`config.mk`:
```
export PLATFORM = sky130hd
export DESIGN_NAME = flpi_cell
export DESIGN_NICKNAME = d
export VERILOG_FILES = /design/src/design/flpi_pkg.sv /design/src/design/flpi_cell.sv
export SDC_FILE = /design/constraint.sdc
export NUM_CORES = 1
export LEC_CHECK = 0
export ABC_AREA = 0
export BUFFER_PORTS_ARGS = -buffer_cell sky130_fd_sc_hd__buf_2
export CORE_AREA = 3 3 163 165
export CTS_BUF_LIST = sky130_fd_sc_hd__clkbuf_16
export CTS_CLUSTER_SIZE = 16
export DETAILED_ROUTE_END_ITERATION = 8
export DIE_AREA = 0 0 166 168
export PLACE_DENSITY_LB_ADDON = 0.12
export SLEW_MARGIN = 25
export SYNTH_ARGS = -nofsm -noshare
export SYNTH_HDL_FRONTEND = slang
export SYNTH_SLANG_ARGS = --single-unit
```
`constraint.sdc`:
```
create_clock -name i_clk -period 9.4 [get_ports i_clk]
set_input_delay 2.82 -clock i_clk [delete_from_list [all_inputs] [get_ports i_clk]]
set_output_delay 2.82 -clock i_clk [all_outputs]
set_load 0.01 [all_outputs]
```
`src/design/flpi_pkg.sv`:
```
`timescale 1ns / 1ps
// Package for the FIFO lock with priority inheritance.
// Types, codes and the priority compare shared by the waiter cells and the top level.
package flpi_pkg;

    localparam int QUEUE_DEPTH = 16;
    localparam int ID_BITS     = 16;
    localparam int DL_BITS     = 64;
    localparam int IDX_W       = (QUEUE_DEPTH > 1) ? $clog2(QUEUE_DEPTH) : 1;
    localparam int CNT_W       = $clog2(QUEUE_DEPTH + 1);

    typedef logic [ID_BITS-1:0] t_id;
    typedef logic [DL_BITS-1:0] t_dl;
    typedef logic [CNT_W-1:0]   t_cnt;

    localparam logic [1:0] KIND_LOCK   = 2'd0;
    localparam logic [1:0] KIND_UNLOCK = 2'd1;
    localparam logic [1:0] KIND_CLOSE  = 2'd2;

    localparam logic [2:0] STAT_OK        = 3'd0;
    localparam logic [2:0] STAT_QUEUED    = 3'd1;
    localparam logic [2:0] STAT_NOT_RT    = 3'd2;
    localparam logic [2:0] STAT_NESTED    = 3'd3;
    localparam logic [2:0] STAT_NOT_OWNER = 3'd4;
    localparam logic [2:0] STAT_FULL      = 3'd5;

    // control from the top level to one waiter cell
    typedef struct packed {
        logic load;
        logic shift;
        logic live;
    } t_cell_ctl;

    // best-so-far token that walks down the cell row during a rescan
    typedef struct packed {
        logic go;
        logic present;
        t_id  id;
        t_dl  dl;
    } t_scan;

    // earlier deadline wins, lower id breaks a tie
    function automatic logic outranks(input t_dl da, input t_id ia, input t_dl db,
                                      input t_id ib);
        return (da < db) || ((da == db) && (ia < ib));
    endfunction

endpackage

```
`src/design/flpi_cell.sv`:
```
`timescale 1ns / 1ps
// One waiter cell: holds one queue entry and one stage of the rescan token.
// Depends on flpi_pkg.
module flpi_cell import flpi_pkg::*; (
    input  logic      i_clk,
    input  logic      i_rst_n,
    input  t_cell_ctl i_ctl,
    input  t_id       i_skip_id,
    input  t_id       i_new_id,
    input  t_dl       i_new_dl,
    input  t_id       i_nb_id,
    input  t_dl       i_nb_dl,
    input  t_scan     i_scan,
    output t_id       o_id,
    output t_dl       o_dl,
    output t_scan     o_scan
);

    t_id   r_id;
    t_dl   r_dl;
    t_scan r_scan;
    t_id   n_id;
    t_dl   n_dl;
    t_scan n_scan;
    logic  w_take;

    always_comb begin
        n_id = r_id;
        n_dl = r_dl;
        if (i_ctl.shift) begin
            n_id = i_nb_id;
            n_dl = i_nb_dl;
        end else if (i_ctl.load) begin
            n_id = i_new_id;
            n_dl = i_new_dl;
        end
    end

    assign w_take = i_scan.go && i_ctl.live && (r_id != i_skip_id) &&
                    (!i_scan.present || outranks(r_dl, r_id, i_scan.dl, i_scan.id));

    always_comb begin
        n_scan = i_scan;
        if (w_take) begin
            n_scan.present = 1'b1;
            n_scan.id      = r_id;
            n_scan.dl      = r_dl;
        end
    end

    always_ff @(posedge i_clk) begin
        r_id <= n_id;
        r_dl <= n_dl;
        if (!i_rst_n) begin
            r_scan <= '0;
        end else begin
            r_scan <= n_scan;
        end
    end

    assign o_id   = r_id;
    assign o_dl   = r_dl;
    assign o_scan = r_scan;

endmodule

```
==> results.txt, run 1 <==
- Outcome: finished clean
- Per-cell routed wire length: between 15 and 20 µm
* Count of different cell masters after synthesis: 44
* Initial core utilization: a little over a third
* Number of port buffers: about 420
- Clock-pin slew reported for the worst setup and hold paths after clock tree synthesis: roughly 0.07 ns
- The die covers between 20000 and 30000 µm².
- Post-CTS setup buffer count: 0
* Grt met2 use: 32.70%
- HPWL after DPL: roughly 21000 µm
- In this run the clock root is driven by a clkbuf_16.
- Pin placement for this block handled between 400 and 500 I/O pins.
* Share of cells above drive strength 1: around 44%
- First-pass GRT wire length: 40610 µm
* Pin count of the biggest net entering global routing: 84
- Most used cells in the layout excluding fill and tap cells: buf_2 (422), nand2_1 (175), inv_1 (83)
- Syn_area_per_cell: 10.76 µm²
- No sink is reached through more buffers than the 2 on the longest clock path.
- Pre-CTS WS: 2.962 ns
- The number of hold buffers added after CTS was 0.
* Number of rows created at floorplan: 58
- Share of flip-flops with an asynchronous set or reset: 0%
- In this run the most used layer during global routing was met2.
* FMAX: between 0.15 and 0.2 GHz
* Setup slack after layout: ~3.5 ns
* TNS Setup: 0 ns
- Counting flops and latches in the post-synthesis netlist gives ~160.
* Antenna violations before repair: 8
- STA classifies the critical path endpoint as a flip-flop.
* Maximum net fanout on the critical path: 33
* Global routing met3 resource utilization: approximately 5.6%
- The mapped netlist covers 8848 µm².
* Worst slew pin tran: 1.024 ns
- In the synthesized netlist the dominant register cell turns out to be dfxtp_1.
* Number of nets in the final layout: 1576
- Std-Cell Core Area: roughly 25000 µm²
- In this run the number of H-tree levels came out at 4.
* # clock sinks: between 150 and 200
- TritonCTS built the clock tree.
- After technology mapping, the gate count stands at slightly above 800.
- Total count of hold-check failures in the final report: 0
- For this run, the number of Yosys warnings is 0.
* Largest clock skew in the final design: around 0.016 ns
* Power density of the placed cells: around 170 nW/µm²
* FILL cells: 2447
* Area growth from synthesis to layout: 33.00%
- In this run the remaining antenna-violating nets after routing total 0.
- Number of enable flip-flop cells after synthesis: 80
- Met1 demand-to-capacity share in global routing: between 20 and 25%
- After layout, the worst path uses 62.31% of the clock period.
* Data required time at the worst endpoint: between 9 and 10 ns
- For this block, the initial DRC count from the detailed router was about 330.
- Aggregate global routing overflow: 0
- Most common cell after layout, fill and taps aside: buf_2
- Setup repair after global routing missed its margin: no
* Die outline width: between 150 and 200 µm
- The worst pin sits at a relative slew slack of between 30% and 40%.
- Global routing consumed, over all layers together, between 10% and 20% of the routing resources.
- Count of endpoints failing setup in the final report: 0
- Total power: 2.006 mW
- Summing over every cut layer, the via total after detailed routing is about 7300.
- Element type at the critical path start: primary input
* Worst hold-check path type: flip-flop to flip-flop
- Gates resized during post-CTS repair numbered 0.
- Total of max-cap violations: 0
* Fraction of the yosys area taken by sequential cells: 45.70%
- Dividing the detail-routed via count by the number of cells gives approximately 4.6.
* Number of clock buffers inserted by TritonCTS: 17
* Number of max-slew violations in the final report: 0
* Detailed-route wire length: between 20000 and 30000 µm
- Drt first pass iters: 4
- After layout, the minimum clock period comes to roughly 5.9 ns.
- In this run the static leakage power is 5.881 nW.
- The setup path with the least slack is of type primary input to flip-flop.
* Net count of the mapped netlist: around 1200
* Last weighted congestion value of the routability-driven placer: 0.7924
- At the later pin of the worst-skew pair, clock insertion delay measures about 0.43 ns.
- Number of design rule violations left after detail routing: 0
- Number of global-route vias before repair: ~7200
* Die Y-Extent: roughly 170 µm
* Worst vdd ir: ~0.097 mV
- Critical path data arrival time: around 6.2 ns
sequential cells by signal, indices dropped and copies added (netlist names):
register  count
o_dl         64
o_scan       82
o_id         16
kinds of logic after synthesis:
kind of cell / Yosys count / share of synthesized area, %
adder cells (fa/ha/maj): 79 / 11.17
AO/OA/AOI/OAI: 63 / 4.850
buffers and inverters: 117 / 6.519
flip-flops: 162 / 45.70
XOR/XNOR: 16 / 1.584
AND/OR/NAND/NOR: 225 / 10.94
multiplexers: 160 / 19.23
layer usage:
layer | wire, µm | share of wire, %
met1 | 10960 | 41
met2 | 13550 | 50
met3 | 1890 | 7.0
met4 | 521 | 1.9
met5 | 34 | 0.13
synth_stat cells (2+ instances only):
library cell	number	area (µm²)
a221o_1	2	20.02
nand2b_1	2	12.51
nand3_1	10	50.05
edfxtp_1	80	2402
xor2_1	16	140.1
nand4_1	15	93.84
buf_12	8	160.2
a21o_1	8	60.06
mux2i_1	80	800.8
and2_1	2	12.51
a21oi_1	29	145.1
nor3_1	5	25.02
nor2_1	2	7.510
dfxtp_1	82	1642
and4_1	2	17.52
inv_1	81	304.0
ha_1	79	988.5
o21ai_0	7	35.03
clkbuf_1	27	101.4
a211oi_1	3	22.52
mux2_2	80	900.9
nor4_1	6	37.54
nand2_1	175	656.9
critical path, stage by stage:
cell and delay [ns]:
buf_2 0.10, inv_1 0.04, ha_1 0.30, a21o_1 0.18
a21o_1 0.18, a2111oi_2 0.51, o41ai_1 0.21, o31ai_4 0.91
buf_4 0.64, mux2i_1 0.25
stage by stage:
stage / cell area, µm² / std cells / hold WS (ns) / util [%]
finish: 11770 / 1582 / 0.5795 / 46.74
global placement: 11170 / 1545 / 0.5564 / 44.36
global route: 11770 / 1582 / 0.6069 / 46.74
floorplan: 8848 / 822 / 0.5977 / -
CTS: 11760 / 1577 / 0.5834 / 46.69
detailed placement: 11170 / 1545 / 0.5707 / 44.37
area by class of cell:
type | instances | area, µm² | area share, %
antenna | 5 | 12.51 | 0.1063
clock buffer | 17 | 425.4 | 3.615
clock inverter | 15 | 157.7 | 1.340
inverter | 81 | 304.0 | 2.583
multi-input combinational | 543 | 4244 | 36.06
sequential | 162 | 4044 | 34.36
tap | 330 | 412.9 | 3.508
timing repair buffer | 429 | 2168 | 18.42
where the power goes:
part           total [mW]  internal [mW]  switching, mW
combinational       0.429          0.201          0.229
sequential          0.873          0.823         0.0497
clock               0.704          0.395          0.309
total                2.01           1.42          0.587
final timing paths:
path | from | to | slack (ns) | depth (start not counted)
max | i_scan[61] | o_scan[64] | 3.54 | 10
min | o_dl[1] | o_scan[1] | 0.58 | 2
max reg2reg | o_dl[61] | o_scan[64] | 5.63 | 8
min reg2reg | o_dl[1] | o_scan[1] | 0.58 | 2
Note: power is estimated with default switching activity, not from simulation.
==> run 2, diff against run 1 <==
- CORE_AREA: 3 3 163 165 -> 3 3 166 168
- DIE_AREA: 0 0 166 168 -> 0 0 169 171
- clock period: 9.4 -> 4.97 ns (I/O delays scaled with it)
==> run 2 against run 1 <==
Clock skew is essentially flat. Global-route usage shrank 0.24 points. Via count is essentially flat. Highest routed layer unchanged. Total power grew 90%. Sequential share of layout area shrank 0.16 points. Non-clock buffer count grew 2. Sequential power grew 89%. Critical path depth grew 1. Combinational power grew 93%. Critical path type unchanged.
==> results.txt, run 2 (synthesis results as in run 1) <==
- Detailed-route wire length: 27550 µm (+2.2%)
* Flop pwr share: 43.3% (-0.2 points)
- The critical path goes through buf_2, inv_1, ha_1, nand4_1, nor3_1, nand4b_1, a2111oi_1, o21ai_0, o31ai_4, buf_12, mux2i_1.
- Power density of the placed cells: 322.3 nW/µm² (+89%)
- The arrival time at the worst endpoint is 4.12 ns (-2.08 ns).
* Number of flip-flops under the largest register name: 82 (unchanged)
* Count of endpoints failing setup in the final report: 0 (unchanged)
* Shortest clock period the worst path allows after layout: between 3 and 4 ns
- The area enclosed by the die boundary was 28900 µm² (+3.6%).
- On the critical path the largest part of the delay comes from simple AND/OR/NAND/NOR gates.
- Slowest cell on the critical path: nor3_1
* Die outline width: 169 µm (+1.8%)
- The final critical path takes up ~76% of the cycle.
- Endpoint type of the worst setup path: flip-flop
- The post-cts sizing count is 0 (unchanged).
* Most common cell after layout, fill and taps aside: buf_2
* Number of global-route vias before repair: 7233 (+0.055%)
- Timing would allow up to 0.2647 GHz.
- Number of max-slew violations in the final report: 0 (unchanged)
* Maximum net fanout on the critical path: 42 (+27%)
- Critical path's largest stage delay: 0.41 ns (-0.50 ns)
* Worst R2R Setup Slack: 1.95 ns (-3.68 ns)
- Worst vdd ir: 0.1855 mV (+91%)
- Clock Tree Root: clkbuf_16
- Number of rows created at floorplan: 59 (+1.7%)
- Drt first pass iters: 6 (+2)
- The number of maximum-capacitance constraint violations is 0 (unchanged).
* Element type at the critical path start: primary input
* Hold buffer count at CTS: 0 (unchanged)
- Relative slew slack: 39.01% (+7.3 points)
- Last weighted congestion value of the routability-driven placer: 0.7708 (-2.7%)
- The endpoint identified for the worst register-to-register timing path is o_scan[13].
- The count of buffers inserted at the top-level ports came to 424 (unchanged).
- Clock latency reported for the late side of the worst-skew pair: 0.42 ns (about the same)
- Per-cell routed wire length: 17.38 µm (+2.0%)
- The post-CTS setup buffer count came to 0 (unchanged).
- DR vias: 7300 (-0.082%)
- In this run the worst hold path is classified as flip-flop to flip-flop.
* Deepest clock path buffer count: 2 (unchanged)
- Worst slew pin tran: 0.9148 ns (-0.1093 ns)
- For hold timing, the worst endpoint is o_scan[27].
- Number of design rule violations left after detail routing: 0 (unchanged)
* Sw power: 1.122 mW (+91%)
- Worst-case reg-to-reg path depth: 9 (+1)
- Share of cells above drive strength 1: 43.96% (+0.17 points)
- The final hold violation count came to 0 (unchanged).
- Area growth from synthesis to layout: 33.63%
* Number of nets in the final layout: 1578 (+0.13%)
- Total leakage power: 5.897 nW (+0.26%)
- Number of nets still failing antenna checks after routing: 0 (unchanged)
- Number of H-tree levels: 4 (unchanged)
- Largest clock skew in the final design: 0.01637 ns (+0.0002215 ns)
* Part of the power in the clock network: 35.0% (about the same)
- The flow ran to the end, and the final reports show no timing, DRC or antenna violations.
- TritonCTS built the clock tree.
- Setup repair after global routing left no endpoint under its margin.
- Count of buffering cells on the critical path with inverters included: 3 (unchanged)
- Proportion of total power due to net switching: 29.45% (+0.18 points)
* # clock sinks: 162 (unchanged)
- Pin count of the biggest net entering global routing: 89 (+6.0%)
* Total power: 3.811 mW (+90%)
- Initial core utilization: 33.96% (-1.2 points)
- The total CTS buffers came to 17 (unchanged).
- Mean number of vias per cell: 4.606 (-0.27%)
* Tot GR Track Use: 18.43% (-0.24 points)
- Iteration-0 DRC count of the detailed router: 362 (+8.4%)
* TNS Setup: 0 ns (unchanged)
- The height of the die came to 171 µm (+1.8%).
* P_int: 2.688 mW (+89%)
- In the layout the commonest cells are buf_2 (422), nand2_1 (175), dfxtp_1 (82).
- The worst hold path begins at o_dl[27].
* Count of cells along the worst hold path: 2 (unchanged)
- The top-level port count is 425 (unchanged).
* Std-Cell Core Area: 26060 µm² (+3.5%)
- By startpoint and endpoint, the worst setup path is classified as primary input to flip-flop.
- The final global-route overflow total is 0 (unchanged).
- The wire length of the first global-routing pass is 40920 µm (+0.77%).
- The worst register-to-register path begins at o_dl[63].
* Fraction of power consumed by combinational cells: 21.7% (+0.3 points)
- HPWL after DPL: 21830 µm (+3.5%)
- The number of antenna violations at the first check in global routing came to 4 (-4).
- The clock transition at the registers of the reported paths was 0.07 ns (about the same).
- The required time at the worst-slack endpoint is 5.31 ns (-4.43 ns).
[run 2: per-layer routing]
| layer | wire, µm | vias up | global-route usage (%) |
|---|---|---|---|
| met5 | 34 | - | 0 |
| met3 | 2039 | 20 | 5.268 |
| met2 | 14150 | 240 | 33.18 |
| li1 | - | 3684 | - |
| met1 | 11010 | 3350 | 21.85 |
| met4 | 312 | 6 | 4.270 |
[run 2: power groups by stage]
stage | logic, mW | registers (mW) | clock network (mW)
after detailed placement | 0.837 | 1.68 | 0
after CTS | 0.842 | 1.65 | 1.37
after global routing | 0.926 | 1.67 | 1.43
after floorplan | 0.412 | 1.73 | 0
final | 0.826 | 1.65 | 1.33
after global placement | 0.834 | 1.68 | 0
[run 2: cell type report]
type / instances / area (µm²)
Antenna cell: 1 / 2.502
Clock buffer: 17 / 425.4
Clock inverter: 15 / 155.1
Fill cell: 2621 / 14230
Inverter: 81 / 304.0
Multi-Input combinational cell: 543 / 4244
Sequential cell: 162 / 4044
Tap cell: 335 / 419.2
Timing Repair Buffer: 431 / 2230
[run 2: metrics by stage]
stage               area (µm²)  setup slack, ns  hold slack, ns  instances  utilization (%)
floorplan                 8848            1.398          0.5977        822                -
global placement         11240           0.7421          0.5594       1552            43.14
detailed placement       11240           0.6868          0.5686       1552            43.14
CTS                      11820            1.110          0.5854       1584            45.36
global route             11820           0.8439          0.6091       1585            45.37
finish                   11820            1.192          0.5829       1585            45.37
[run 2: how the worst max path moves through the flow]
stage / startpoint / endpoint / slack (ns) / cells after the start
after floorplan: i_ctl[1] / o_dl[0] / 1.40 / 3
after global placement: i_scan[63] / o_scan[65] / 0.74 / 11
after detailed placement: i_scan[63] / o_scan[36] / 0.69 / 11
after CTS: i_scan[63] / o_scan[51] / 1.11 / 11
after global routing: i_scan[63] / o_scan[51] / 0.84 / 11
final: i_scan[63] / o_scan[13] / 1.19 / 11
[run 2: worst register-to-register path, stage by stage, from the launching register on]
cell,delay [ns]
edfxtp_1,0.43
ha_1,0.35
nand4_1,0.20
nor3_1,0.41
nand4b_1,0.22
a2111oi_1,0.35
o21ai_0,0.23
o31ai_4,0.14
buf_12,0.34
mux2i_1,0.27
